### src/hw/rtl/rtfp_pkg.sv
// shared constants, types and slot decode helpers for the radar frame parser
package rtfp_pkg;

    localparam int FRAME_BYTES  = 30;
    localparam int TARGET_SLOTS = 3;
    localparam int SLOT_BYTES   = 8;
    localparam int HEADER_BYTES = 4;
    localparam int FILL_W       = $clog2(FRAME_BYTES + 1);
    localparam int SLOT_W       = 2;
    localparam int QUEUE_DEPTH  = 4;
    localparam int QPTR_W       = $clog2(QUEUE_DEPTH);

    localparam logic [7:0] SYNC_BYTE [HEADER_BYTES] = '{8'hAA, 8'hFF, 8'h03, 8'h00};
    localparam logic [7:0] TAIL_BYTE0 = 8'h55;
    localparam logic [7:0] TAIL_BYTE1 = 8'hCC;
    localparam logic [15:0] SIGN_MASK = 16'h8000;
    localparam logic [15:0] X_BAD_RAW = 16'h7FC0;
    localparam logic [15:0] Y_BAD_RAW = 16'h0040;

    typedef enum logic [1:0] {
        F_IDLE,
        F_SCAN,
        F_EMIT
    } t_front_state;

    typedef enum logic [2:0] {
        B_IDLE,
        B_SQX,
        B_SQY,
        B_ROOT,
        B_OUT
    } t_back_state;

    // one slot handed from the frame collector to the decoder
    typedef struct packed {
        logic [31:0]            frame_number;
        logic [SLOT_W-1:0]      slot_index;
        logic                   target_valid;
        logic [1:0]             valid_count;
        logic                   last_target;
        logic [SLOT_BYTES*8-1:0] slot_bytes;
    } t_slot_job;

    // slot is a real target: not all zero, x and y not a marker value
    function automatic logic slot_is_valid(input logic [SLOT_BYTES*8-1:0] b);
        logic [15:0] raw_x;
        logic [15:0] raw_y;
        logic        bad;
        raw_x = b[15:0];
        raw_y = b[31:16];
        bad = (b == '0) || (raw_x == X_BAD_RAW) || (raw_y == '0) || (raw_y == Y_BAD_RAW);
        return !bad;
    endfunction

    // sign-magnitude decode: top bit set gives the magnitude, else the negated raw value
    function automatic logic [15:0] sign_mag(input logic [15:0] raw);
        return raw[15] ? {1'b0, raw[14:0]} : 16'(-raw);
    endfunction

endpackage

### src/hw/rtl/rtfp_channels.sv
// channel interfaces: received byte words in, target words out
interface rtfp_in_if;
    logic       valid;
    logic       ready;
    logic       operation;
    logic [7:0] data_byte;

    modport source (output valid, operation, data_byte, input ready);
    modport sink   (input valid, operation, data_byte, output ready);
endinterface

interface rtfp_out_if;
    logic               valid;
    logic               ready;
    logic [31:0]        frame_number;
    logic [1:0]         slot_index;
    logic               target_valid;
    logic signed [15:0] x_mm;
    logic signed [15:0] y_mm;
    logic signed [15:0] velocity_cm_s;
    logic [15:0]        res_step_mm;
    logic [15:0]        range_mm;
    logic [1:0]         valid_count;
    logic               last_target;

    modport source (output valid, frame_number, slot_index, target_valid, x_mm, y_mm,
                    velocity_cm_s, res_step_mm, range_mm, valid_count, last_target,
                    input ready);
    modport sink   (input valid, frame_number, slot_index, target_valid, x_mm, y_mm,
                    velocity_cm_s, res_step_mm, range_mm, valid_count, last_target,
                    output ready);
endinterface

### src/hw/rtl/radar_target_frame_parser_core.sv
// top level of the radar frame parser: collector, slot queue, decoder
//
//  channel    dir  word                        handshake
//  i_byte     in   operation, data_byte        valid/ready
//  o_target   out  one decoded target slot     valid/ready
//
//  a byte word is taken in idle, then scanned; a resync drops buffered bytes one at a time (up to 30)
//  a complete frame issues three slot words into a 4-deep queue, one per cycle while the queue has room
//  the decoder takes one slot word at a time: x square, y square, 16-step bit-pair root, output
//  reset: synchronous active low, buffer fill and frame counter cleared
//  the collector keeps taking bytes while the decoder waits on o_target.ready,
//  until a finished frame finds the queue full
module radar_target_frame_parser_core
    import rtfp_pkg::*;
(
    input  logic        i_clk,
    input  logic        i_rst_n,
    rtfp_in_if.sink     i_byte,
    rtfp_out_if.source  o_target
);

    t_slot_job push_job, pop_job;
    logic      push_valid, push_ready, pop_valid, pop_ready;

    // byte collection and frame checks
    rtfp_front u_front (
        .i_clk       (i_clk),
        .i_rst_n     (i_rst_n),
        .i_byte      (i_byte),
        .o_job       (push_job),
        .o_job_valid (push_valid),
        .i_job_ready (push_ready)
    );

    // slot queue
    rtfp_queue u_queue (
        .i_clk        (i_clk),
        .i_rst_n      (i_rst_n),
        .i_push       (push_job),
        .i_push_valid (push_valid),
        .o_push_ready (push_ready),
        .o_pop        (pop_job),
        .o_pop_valid  (pop_valid),
        .i_pop_ready  (pop_ready)
    );

    // slot decode and distance
    rtfp_back u_back (
        .i_clk       (i_clk),
        .i_rst_n     (i_rst_n),
        .i_job       (pop_job),
        .i_job_valid (pop_valid),
        .o_job_ready (pop_ready),
        .o_target    (o_target)
    );

endmodule

### src/hw/rtl/rtfp_front.sv
// frame collector: byte buffer, header resync, tail check, slot job issue
module rtfp_front
    import rtfp_pkg::*;
(
    input  logic       i_clk,
    input  logic       i_rst_n,
    rtfp_in_if.sink    i_byte,
    output t_slot_job  o_job,
    output logic       o_job_valid,
    input  logic       i_job_ready
);

    logic [7:0]        r_buf [FRAME_BYTES];
    logic [FILL_W-1:0] r_fill, n_fill;
    logic [31:0]       r_frame_cnt, n_frame_cnt;
    logic [SLOT_W-1:0] r_slot, n_slot;
    t_front_state      r_state, n_state;

    logic                    accept, is_full, prefix_ok, tail_ok, drop, store;
    logic [SLOT_BYTES*8-1:0] slot_data [TARGET_SLOTS];
    logic [TARGET_SLOTS-1:0] slot_ok;
    logic [1:0]              vcount;

    assign accept  = i_byte.valid && i_byte.ready;
    assign is_full = (r_fill == FILL_W'(FRAME_BYTES));
    assign tail_ok = (r_buf[FRAME_BYTES-2] == TAIL_BYTE0) && (r_buf[FRAME_BYTES-1] == TAIL_BYTE1);

    // header prefix over the bytes present
    always_comb begin
        prefix_ok = 1'b1;
        for (int k = 0; k < HEADER_BYTES; k++) begin
            if (FILL_W'(k) < r_fill && r_buf[k] != SYNC_BYTE[k]) prefix_ok = 1'b0;
        end
    end

    // slot views and validity
    always_comb begin
        vcount = '0;
        for (int s = 0; s < TARGET_SLOTS; s++) begin
            for (int b = 0; b < SLOT_BYTES; b++) begin
                slot_data[s][8*b +: 8] = r_buf[HEADER_BYTES + s*SLOT_BYTES + b];
            end
            slot_ok[s] = slot_is_valid(slot_data[s]);
            vcount = vcount + 2'(slot_ok[s]);
        end
    end

    // next state
    always_comb begin
        n_state = r_state;
        unique case (r_state)
            F_IDLE: begin
                if (accept && !i_byte.operation) n_state = F_SCAN;
            end
            F_SCAN: begin
                if (r_fill == '0) n_state = F_IDLE;
                else if (!prefix_ok) n_state = F_SCAN;
                else if (!is_full) n_state = F_IDLE;
                else if (tail_ok) n_state = F_EMIT;
            end
            F_EMIT: begin
                if (i_job_ready && r_slot == SLOT_W'(TARGET_SLOTS-1)) n_state = F_IDLE;
            end
            default: n_state = F_IDLE;
        endcase
    end

    // buffer control and outputs
    always_comb begin
        drop        = 1'b0;
        store       = 1'b0;
        n_fill      = r_fill;
        n_frame_cnt = r_frame_cnt;
        n_slot      = r_slot;
        o_job_valid = 1'b0;
        unique case (r_state)
            F_IDLE: begin
                if (accept) begin
                    if (i_byte.operation) n_fill = '0;
                    else begin
                        store = 1'b1;
                        drop  = is_full;
                        if (!is_full) n_fill = r_fill + 1'b1;
                    end
                end
            end
            F_SCAN: begin
                if (r_fill != '0) begin
                    if (!prefix_ok || (is_full && !tail_ok)) begin
                        drop   = 1'b1;
                        n_fill = r_fill - 1'b1;
                    end else if (is_full) begin
                        n_slot = '0;
                        if (r_frame_cnt != '1) n_frame_cnt = r_frame_cnt + 1'b1;
                    end
                end
            end
            F_EMIT: begin
                o_job_valid = 1'b1;
                if (i_job_ready) begin
                    n_slot = r_slot + 1'b1;
                    if (r_slot == SLOT_W'(TARGET_SLOTS-1)) n_fill = '0;
                end
            end
            default: ;
        endcase
    end

    assign i_byte.ready = (r_state == F_IDLE);

    // job payload for the current slot
    always_comb begin
        o_job.frame_number = r_frame_cnt;
        o_job.slot_index   = r_slot;
        o_job.target_valid = slot_ok[r_slot];
        o_job.valid_count  = vcount;
        o_job.last_target  = (r_slot == SLOT_W'(TARGET_SLOTS-1));
        o_job.slot_bytes   = slot_data[r_slot];
    end

    // byte buffer: drop shifts everything down one place
    always_ff @(posedge i_clk) begin
        for (int i = 0; i < FRAME_BYTES; i++) begin
            if (drop) begin
                if (i == FRAME_BYTES-1) begin
                    if (store) r_buf[i] <= i_byte.data_byte;
                end else begin
                    r_buf[i] <= r_buf[i+1];
                end
            end else if (store && r_fill == FILL_W'(i)) begin
                r_buf[i] <= i_byte.data_byte;
            end
        end
    end

    // control registers
    always_ff @(posedge i_clk) begin
        if (!i_rst_n) begin
            r_state     <= F_IDLE;
            r_fill      <= '0;
            r_frame_cnt <= '0;
            r_slot      <= '0;
        end else begin
            r_state     <= n_state;
            r_fill      <= n_fill;
            r_frame_cnt <= n_frame_cnt;
            r_slot      <= n_slot;
        end
    end

    a_fill_range: assert property (@(posedge i_clk) disable iff (!i_rst_n)
        r_fill <= FILL_W'(FRAME_BYTES))
        else $error("fill count beyond frame length");
    a_emit_full: assert property (@(posedge i_clk) disable iff (!i_rst_n)
        r_state == F_EMIT |-> is_full && tail_ok && prefix_ok)
        else $error("slot issue without a complete frame");
    a_cnt_mono: assert property (@(posedge i_clk) disable iff (!i_rst_n)
        r_state == F_EMIT |=> r_frame_cnt == $past(r_frame_cnt))
        else $error("frame counter moved while issuing slots");

endmodule

### src/hw/rtl/rtfp_queue.sv
// short slot job queue between collector and decoder
module rtfp_queue
    import rtfp_pkg::*;
(
    input  logic      i_clk,
    input  logic      i_rst_n,
    input  t_slot_job i_push,
    input  logic      i_push_valid,
    output logic      o_push_ready,
    output t_slot_job o_pop,
    output logic      o_pop_valid,
    input  logic      i_pop_ready
);

    t_slot_job           r_mem [QUEUE_DEPTH];
    logic [QPTR_W-1:0]   r_wr, r_rd;
    logic [QPTR_W:0]     r_count;
    logic                push, pop;

    assign o_push_ready = (r_count != (QPTR_W+1)'(QUEUE_DEPTH));
    assign o_pop_valid  = (r_count != '0);
    assign push         = i_push_valid && o_push_ready;
    assign pop          = o_pop_valid && i_pop_ready;
    assign o_pop        = r_mem[r_rd];

    // storage
    always_ff @(posedge i_clk) begin
        if (push) r_mem[r_wr] <= i_push;
    end

    // pointers and occupancy
    always_ff @(posedge i_clk) begin
        if (!i_rst_n) begin
            r_wr    <= '0;
            r_rd    <= '0;
            r_count <= '0;
        end else begin
            if (push) r_wr <= r_wr + 1'b1;
            if (pop)  r_rd <= r_rd + 1'b1;
            r_count <= r_count + (QPTR_W+1)'(push) - (QPTR_W+1)'(pop);
        end
    end

endmodule

### src/hw/rtl/rtfp_back.sv
// slot decoder: field decode, squares and bit-pair root for distance
module rtfp_back
    import rtfp_pkg::*;
(
    input  logic      i_clk,
    input  logic      i_rst_n,
    input  t_slot_job i_job,
    input  logic      i_job_valid,
    output logic      o_job_ready,
    rtfp_out_if.source o_target
);

    t_back_state        r_state, n_state;
    logic [31:0]        r_frame;
    logic [SLOT_W-1:0]  r_slot;
    logic               r_valid, r_last;
    logic [1:0]         r_vcount;
    logic signed [15:0] r_x, r_y, r_sp;
    logic [15:0]        r_res;
    logic [31:0]        r_rem, r_root, r_bit;

    logic        load;
    logic [31:0] trial;
    logic [SLOT_BYTES*8-1:0] jb;

    assign jb    = i_job.slot_bytes;
    assign load  = (r_state == B_IDLE) && i_job_valid;
    assign trial = r_root + r_bit;

    // next state
    always_comb begin
        n_state = r_state;
        unique case (r_state)
            B_IDLE: if (i_job_valid) n_state = B_SQX;
            B_SQX:  n_state = B_SQY;
            B_SQY:  n_state = B_ROOT;
            B_ROOT: if (r_bit == 32'd1) n_state = B_OUT;
            B_OUT:  if (o_target.ready) n_state = B_IDLE;
            default: n_state = B_IDLE;
        endcase
    end

    // outputs
    always_comb begin
        o_job_ready             = (r_state == B_IDLE);
        o_target.valid          = (r_state == B_OUT);
        o_target.frame_number   = r_frame;
        o_target.slot_index     = r_slot;
        o_target.target_valid   = r_valid;
        o_target.x_mm           = r_x;
        o_target.y_mm           = r_y;
        o_target.velocity_cm_s  = r_sp;
        o_target.res_step_mm    = r_res;
        o_target.range_mm       = r_root[15:0];
        o_target.valid_count    = r_vcount;
        o_target.last_target    = r_last;
    end

    // datapath: invalid slots decode to zero, so the root is zero too
    always_ff @(posedge i_clk) begin
        unique case (r_state)
            B_IDLE: begin
                if (load) begin
                    r_frame  <= i_job.frame_number;
                    r_slot   <= i_job.slot_index;
                    r_valid  <= i_job.target_valid;
                    r_last   <= i_job.last_target;
                    r_vcount <= i_job.valid_count;
                    r_x      <= i_job.target_valid ? sign_mag(jb[15:0]) : '0;
                    r_y      <= i_job.target_valid ? (jb[31:16] ^ SIGN_MASK) : '0;
                    r_sp     <= i_job.target_valid ? sign_mag(jb[47:32]) : '0;
                    r_res    <= i_job.target_valid ? jb[63:48] : '0;
                end
            end
            B_SQX: r_rem <= 32'(r_x) * 32'(r_x);
            B_SQY: begin
                r_rem  <= r_rem + 32'(r_y) * 32'(r_y);
                r_root <= '0;
                r_bit  <= 32'd1 << 30;
            end
            B_ROOT: begin
                if (r_rem >= trial) begin
                    r_rem  <= r_rem - trial;
                    r_root <= (r_root >> 1) + r_bit;
                end else begin
                    r_root <= r_root >> 1;
                end
                r_bit <= r_bit >> 2;
            end
            B_OUT: ;
            default: ;
        endcase
    end

    // state register
    always_ff @(posedge i_clk) begin
        if (!i_rst_n) r_state <= B_IDLE;
        else          r_state <= n_state;
    end

    a_invalid_zero: assert property (@(posedge i_clk) disable iff (!i_rst_n)
        o_target.valid && !o_target.target_valid |->
            o_target.x_mm == '0 && o_target.y_mm == '0 && o_target.velocity_cm_s == '0 &&
            o_target.res_step_mm == '0 && o_target.range_mm == '0)
        else $error("invalid slot carries nonzero fields");
    a_bit_onehot: assert property (@(posedge i_clk) disable iff (!i_rst_n)
        r_state == B_ROOT |-> $onehot(r_bit))
        else $error("root step bit lost");
    a_dist_range: assert property (@(posedge i_clk) disable iff (!i_rst_n)
        o_target.valid |-> r_root <= 32'd46341)
        else $error("distance out of range");

endmodule

### src/flat_wrapper.sv
// flat-port wrapper written by rule: the top's interface ports become plain ports
module radar_target_frame_parser_core_flat import rtfp_pkg::*;
  (i_clk, i_rst_n, i_byte_valid, i_byte_operation, i_byte_data_byte, i_byte_ready, o_target_valid, o_target_frame_number, o_target_slot_index, o_target_target_valid, o_target_x_mm, o_target_y_mm, o_target_velocity_cm_s, o_target_res_step_mm, o_target_range_mm, o_target_valid_count, o_target_last_target, o_target_ready);
  rtfp_in_if i_byte_i ();
  rtfp_out_if o_target_i ();
  input  logic i_clk;
  input  logic i_rst_n;
  input wire logic [$bits(i_byte_i.valid)-1:0] i_byte_valid;
  input wire logic [$bits(i_byte_i.operation)-1:0] i_byte_operation;
  input wire logic [$bits(i_byte_i.data_byte)-1:0] i_byte_data_byte;
  output wire logic [$bits(i_byte_i.ready)-1:0] i_byte_ready;
  output wire logic [$bits(o_target_i.valid)-1:0] o_target_valid;
  output wire logic [$bits(o_target_i.frame_number)-1:0] o_target_frame_number;
  output wire logic [$bits(o_target_i.slot_index)-1:0] o_target_slot_index;
  output wire logic [$bits(o_target_i.target_valid)-1:0] o_target_target_valid;
  output wire logic [$bits(o_target_i.x_mm)-1:0] o_target_x_mm;
  output wire logic [$bits(o_target_i.y_mm)-1:0] o_target_y_mm;
  output wire logic [$bits(o_target_i.velocity_cm_s)-1:0] o_target_velocity_cm_s;
  output wire logic [$bits(o_target_i.res_step_mm)-1:0] o_target_res_step_mm;
  output wire logic [$bits(o_target_i.range_mm)-1:0] o_target_range_mm;
  output wire logic [$bits(o_target_i.valid_count)-1:0] o_target_valid_count;
  output wire logic [$bits(o_target_i.last_target)-1:0] o_target_last_target;
  input wire logic [$bits(o_target_i.ready)-1:0] o_target_ready;
  assign i_byte_i.valid = i_byte_valid;
  assign i_byte_i.operation = i_byte_operation;
  assign i_byte_i.data_byte = i_byte_data_byte;
  assign i_byte_ready = i_byte_i.ready;
  assign o_target_valid = o_target_i.valid;
  assign o_target_frame_number = o_target_i.frame_number;
  assign o_target_slot_index = o_target_i.slot_index;
  assign o_target_target_valid = o_target_i.target_valid;
  assign o_target_x_mm = o_target_i.x_mm;
  assign o_target_y_mm = o_target_i.y_mm;
  assign o_target_velocity_cm_s = o_target_i.velocity_cm_s;
  assign o_target_res_step_mm = o_target_i.res_step_mm;
  assign o_target_range_mm = o_target_i.range_mm;
  assign o_target_valid_count = o_target_i.valid_count;
  assign o_target_last_target = o_target_i.last_target;
  assign o_target_i.ready = o_target_ready;
  radar_target_frame_parser_core u_core (.i_clk(i_clk), .i_rst_n(i_rst_n), .i_byte(i_byte_i), .o_target(o_target_i));
endmodule
### config.mk
export PLATFORM = sky130hd
export DESIGN_NAME = radar_target_frame_parser_core_flat
export DESIGN_NICKNAME = d
export VERILOG_FILES = /design/src/hw/rtl/rtfp_pkg.sv /design/src/hw/rtl/rtfp_channels.sv /design/src/hw/rtl/radar_target_frame_parser_core.sv /design/src/hw/rtl/rtfp_front.sv /design/src/hw/rtl/rtfp_queue.sv /design/src/hw/rtl/rtfp_back.sv /design/src/flat_wrapper.sv
export SDC_FILE = /design/constraint.sdc
export NUM_CORES = 2
export LEC_CHECK = 0
export ABC_AREA = 1
export BUFFER_PORTS_ARGS = -buffer_cell sky130_fd_sc_hd__buf_2
export CORE_MARGIN = 1
export CORE_UTILIZATION = 55
export CTS_CLUSTER_SIZE = 20
export DETAILED_ROUTE_END_ITERATION = 10
export GPL_ROUTABILITY_DRIVEN = 0
export GPL_TIMING_DRIVEN = 0
export PLACE_DENSITY = 0.68
export SYNTH_ARGS = -nofsm -noshare
export SYNTH_HDL_FRONTEND = slang
export SYNTH_SLANG_ARGS = --single-unit
### constraint.sdc
create_clock -name i_clk -period 17.5 [get_ports i_clk]
set_input_delay 0.875 -clock i_clk [delete_from_list [all_inputs] [get_ports i_clk]]
set_output_delay 0.875 -clock i_clk [all_outputs]
set_load 0.02 [all_outputs]
# Word-level counts from Yosys, hierarchy flattened
# Memories as Yosys holds them, arrays and structs flattened. A register that Yosys moved wholly into a read port is not among the register bits.
# Index checks and enable logic that the tools add are counted.
# W data, S select, Z words.
[op_classes]
n_reduce_logical = 82
muxes = 178
add_sub_neg = 16
bitwise_logic = 34
mul = 2
n_lt_le_gt_ge = 7
eq_ne = 66
[ops]
columns = ["operator", "count"]
rows = [
  ["$mux W8", 30],
  ["$logic_not A64 Y1", 3],
  ["$bmux W64 S2", 1],
  ["$mux W64", 2],
  ["$pmux W32 S2", 2],
  ["$mux W1", 110],
  ["$pmux W32 S3", 1],
  ["$eq A5 B5 Y1 const B", 15],
  ["$add A32 B32 Y32", 2],
  ["$mul A16 B16 Y32", 2],
  ["$mux W32", 2],
  ["$eq A16 B15 Y1 const B", 3],
  ["$eq A16 B7 Y1 const B", 3],
  ["$logic_not A16 Y1", 3],
  ["$logic_and A1 B1 Y1", 41],
  ["$eq A5 B4 Y1 const B", 8],
  ["$mux W5", 7],
  ["$add A31 B32 Y32", 1],
  ["$add A32 B1 Y32 const B", 1],
  ["$eq A32 B1 Y1 const B", 1],
  ["$ge A32 B32 Y1", 1],
  ["$ne A32 B32 Y1 const B", 1],
  ["$neg A16 Y16", 2],
  ["$sub A32 B32 Y32", 1],
  ["53 further kinds", 142],
]
[word_totals]
elab_cells = 409
in_bits = 13
out_inout_bits = 120
ramBits = 648
regBits = 249
n_memories = 2
[memory_table]
columns = ["memory", "depth", "width", "rd", "rd_clocked_by_memory_dff", "write_ports", "line_no", "rtl"]
rows = [
  ["u_core.u_queue.r_mem", 4, 102, 1, 1, 1, "rtfp_queue.sv:15", "t_slot_job r_mem [QUEUE_DEPTH];"],
  ["u_core.u_front.r_buf", 30, 8, 30, 0, 30, "rtfp_front.sv:13", "logic [7:0] r_buf [FRAME_BYTES];"],
]

# Depth between registers and ports, before layout
# An unclocked memory read counts as a cell.
[logic_depth]
word_depth = 15
ltp_mapped = 30
mapped_depth_nobuf = 28

# Cells and area by module
# A second synthesis with hierarchy kept.
[hier_totals]
hier_cells = 6946
area_unflattened_um2 = 63638.5
[modules_own_cells]
columns = ["mod", "instances", "area_per_inst_um2", "seq_area_each_um2", "cells_per_inst"]
rows = [
  ["rtfp_back", 1, 33191.8, 5525.3, 4204],
  ["rtfp_queue", 1, 15544.9, 12431.9, 1051],
  ["rtfp_front", 1, 14901.8, 8027.7, 1691],
]

# Worst setup path after synthesis
# No wires, ideal clock.
[synth_timing]
path_type = "register to register"
from = "register u_core.u_back.r_y[1], in the netlist u_core.u_back.o_target.y_mm[1]"
to = "register u_core.u_back.r_rem[31] (data pin)"
setup_slack_ns = 11.437
path_stages_with_launch = 27
setup_time_ns = 0.260
arrival_time_ns = 5.804
required_time_ns = 17.240
path_cell_list = "edfxtp_1 clkbuf_1 buf_1 nand2_1 inv_1 fa_1 inv_1 fa_1 inv_1 fa_1 inv_1 fa_1 inv_1 fa_1 inv_1 fa_1 inv_1 ha_1 nand2_1 nor2_1 inv_1 nor3_1 nand2_1 nand3_1 nand3_1 nand3_1 nand3_1"
[synth_via]
elab_chain_cells = 3
[synth_rtl]
columns = ["item", "line_no", "rtl"]
rows = [
  ["from (decl)", "rtfp_back.sv:18", "logic signed [15:0] r_x, r_y, r_sp;"],
  ["from (signal assigned)", "rtfp_back.sv:70", "r_y <= i_job.target_valid ? (jb[31:16] ^ SIGN_MASK) : '0;"],
  ["$mul A16 B16 Y32", "rtfp_back.sv:77", "r_rem <= r_rem + 32'(r_y) * 32'(r_y);"],
  ["$add A32 B32 Y32", "rtfp_back.sv:77", ""],
  ["$pmux W32 S3", "rtfp_back.sv:61", "unique case (r_state)"],
  ["to (signal assigned)", "rtfp_back.sv:75", "B_SQX: r_rem <= 32'(r_x) * 32'(r_x);"],
  ["to (signal assigned)", "rtfp_back.sv:77", ""],
  ["to (signal assigned)", "rtfp_back.sv:83", "r_rem <= r_rem - trial;"],
  ["to (decl)", "rtfp_back.sv:20", "logic [31:0] r_rem, r_root, r_bit;"],
]
# No other way between the ends.
# A chain may end at the register's enable or synchronous reset.

# Final worst setup path
[layout_timing]
from = "register u_core.u_back.r_x[5], in the netlist u_core.u_back.o_target.x_mm[5]"
to = "register u_core.u_back.r_rem[23] (data pin)"
[layout_via]
elab_chain_cells = 2
[layout_rtl]
columns = ["item", "line_no", "rtl"]
rows = [
  ["from (decl)", "rtfp_back.sv:18", ""],
  ["from (signal assigned)", "rtfp_back.sv:69", "r_x <= i_job.target_valid ? sign_mag(jb[15:0]) : '0;"],
  ["$mul A16 B16 Y32", "rtfp_back.sv:75", ""],
  ["$pmux W32 S3", "rtfp_back.sv:61", ""],
]
# No other way between the ends.

==> flow_metrics.tcl <==
set metrics [dict create \
    status "complete, no violations" \
    use_met1_pct 42.2 \
    drt_iter0_markers 4803 \
    grt_pass1_vias 49300 \
    drive_above_1_share_pct 7.98 \
    crit_arrival_ns 7.70 \
    core_area_um2 116000 \
    slew_viol_final 0 \
    cts_tree "built" \
    gr-usage-met2_pct 50.6 \
    maxCapViolations 0 \
    routed_wl_um 184000 \
    clock_path_buffers 3 \
    dpl.cell_count 8758 \
    die-area_um2 118000 \
    skew_ns 0.0372 \
    fin_setup_tns_ns 0 \
    synth_edf_count 830 \
    synthCells 7084 \
    cts_buffers 94 \
    vias 50700 \
    syn_nets 7884 \
    pin_count 133 \
    hp-start "i_byte_data_byte[6]" \
    hold_ws_ns 0.376 \
    place_hpwl_um 144000 \
    fillers 9963 \
    tightest_slew_ns 1.43 \
    endpoint_kind "flop" \
    routed_via_density 5.68 \
    slew_headroom_pct 4.97 \
    area_growth_pct 9.57 \
    io_buffers 131 \
    clkLatencyLatePin_ns 0.69 \
    hold_violations 0 \
    root_buffer "clkbuf_16" \
    drc 0 \
    path_clk_slew_ns 0.06 \
    avgSynthCellArea_um2 9.07 \
    gr-total-overflow 0 \
    clock.fmax_mhz 137 \
    grt_pass1_wl_um 282000 \
    nNetsFinal 8131 \
    grtUsageMet3_pct 5.13 \
    postRouteAntennaNets 0 \
    htreeDepth 3 \
    cp_max_fo 10 \
    final_common_cell "nand2_1" \
    fin_ws_ns 10.19 \
    antenna_found_initial 6 \
    setup_viol 0 \
    grt_max_degree 82 \
    postCtsSetupBuffers 0 \
    r2r-start "u_core.u_back.o_target.x_mm[5]" \
    path_class "flop to flop" \
    r2r_cells 25 \
    rows 125 \
    synth_area_um2 64300 \
    ys_types 59 \
    post_drt_wl_per_cell_um 20.6 \
    ys_warn_count 0 \
    min_path_type "input port to flop" \
    die_x_um 344 \
    period_share_pct 41.8 \
    rsz0062_at_grt "false" \
    postCtsHoldBufs 0 \
    ys_ff_latch 883 \
    start_util_pct 55.4 \
    top_usage_layer "met2" \
    fp.dieH_um 344 \
    post-route-min-period_ns 7.31 \
    r2r_slack_ns 10.19 \
    required_ns 17.88 \
    crit_top_cell "nand2_1" \
    hold_depth 1 \
    critPathLaunchType "flop" \
    synth_flop_cell "edfxtp_1" \
    min_to "u_core.u_front.r_buf[1][110]" \
    layout_common_cells "nand2_1, inv_1, edfxtp_1" \
    ys_seq_area_share_pct 40.4 \
    place_ws_ns 10.32 \
    cpPeakStageDelay_ns 0.68 \
    grt_usage_pct 31.4 \
    slowest_stage "clkbuf_1" \
    async_flop_share_pct 0 \
    cts_sinks 883 \
    cts-resized-gates 0 \
    finalNonFillerCells 8932 \
    drt_first_pass_iters 6 \
    reg2reg_to "u_core.u_back.r_rem[23]" \
]
==> per-layer routing <==
metal / vias to the layer above / wire length [µm]
met1: 24400 / 73800
li1: 23600 / -
met5: - / 13
met2: 2280 / 85000
met4: 2 / 8650
met3: 440 / 16200
==> flip-flops by register name, indices dropped and copies added (netlist names), 3 cells and up, named ones only <==
name and flops:
u_core.u_back.o_target.velocity_cm_s 16, u_core.u_back.r_bit 16, u_core.u_back.o_target.x_mm 16, u_core.u_back.o_target.res_step_mm 16
u_core.u_back.r_rem 32, u_core.u_front.r_fill 5, u_core.u_back.o_target.y_mm 16, u_core.u_back.o_target.frame_number 32
u_core.u_front.r_frame_cnt 32, u_core.u_queue.r_mem 408, u_core.u_back.r_state 3, u_core.u_back.r_root 32
u_core.u_front.r_buf 240, u_core.u_queue.r_count 3
==> cells by family after synthesis <==
group                      count (synthesis)  synth area share (%)
AOI/OAI and AO/OA                       1082                  9.62
xor gates and xnor gates                  86                  1.17
adders and majority gates                787                  21.2
buffers and inverters                   1479                  9.28
DFF                                      883                  40.4
and+or+nand+nor                         2767                  18.2
==> final cells by class <==
type / count / area (µm²) / share of cell area, %
tap: 1524 / 1910 / 2.71
buffer: 291 / 1510 / 2.14
clock inverter: 48 / 520 / 0.739
antenna: 1 / 2.50 / 0.00355
sequential: 883 / 26000 / 36.9
timing repair buffer: 151 / 1080 / 1.53
inverter: 1188 / 4460 / 6.34
multi-input combinational: 4722 / 32300 / 45.9
clock buffer: 124 / 2600 / 3.69
==> worst max-delay path by stage <==
stage,slack (ns),depth (start not counted),end,start
2_1_floorplan,11.44,26,u_core.u_back.r_rem[31],u_core.u_back.o_target.y_mm[1]
3_3_place_gp,8.11,6,u_core.u_queue.r_mem[3][36],u_core.u_front.r_state[0]
3_5_place_dp,10.32,22,u_core.u_back.r_rem[31],u_core.u_back.o_target.x_mm[3]
4_1_cts,10.26,24,u_core.u_back.r_rem[31],u_core.u_back.o_target.y_mm[1]
5_1_grt,9.97,24,u_core.u_back.r_rem[31],u_core.u_back.o_target.y_mm[1]
6_report,10.19,25,u_core.u_back.r_rem[23],u_core.u_back.o_target.x_mm[5]
==> worst max-delay path, delay by kind of cell (launching register included) <==
family                   cells  cell delay [ns]
adder cells (fa/ha/maj)      7             3.47
buffers and inverters        7             1.55
flip-flops                   1             0.36
AND/OR/NAND/NOR             11             1.64
==> cells in the mapped netlist (12+ instances only) <==
library cell	count	area [µm²]
fa_1	507	10100
nand3_1	365	1830
o21ai_0	520	2600
ha_1	280	3500
nand3_4	20	350
o21ai_1	47	235
buf_1	12	45.0
xor2_1	50	438
nand2_1	1528	5740
nand3b_1	28	210
o21bai_1	17	128
xnor2_1	36	315
buf_4	21	158
nand4_1	83	519
o21ai_2	124	1090
o22ai_1	76	475
nor4_1	25	156
clkbuf_1	184	691
nor3_1	62	310
inv_1	1174	4410
edfxtp_1	830	24900
dfxtp_1	53	1060
or2_2	13	81.3
nor2_1	615	2310
buf_2	48	240
a21oi_1	248	1240
buf_8	19	285
==> stage by stage <==
stage	cell area [µm²]	util [%]
global placement	66800	57.6
global route	70400	60.7
finish	70400	60.7
detailed placement	67300	58.0
floorplan	64300	-
CTS	70400	60.7
Power is left out: the tool's default activity adds up to more than one toggle a clock period on the data nets, which glitch-free logic cannot reach.
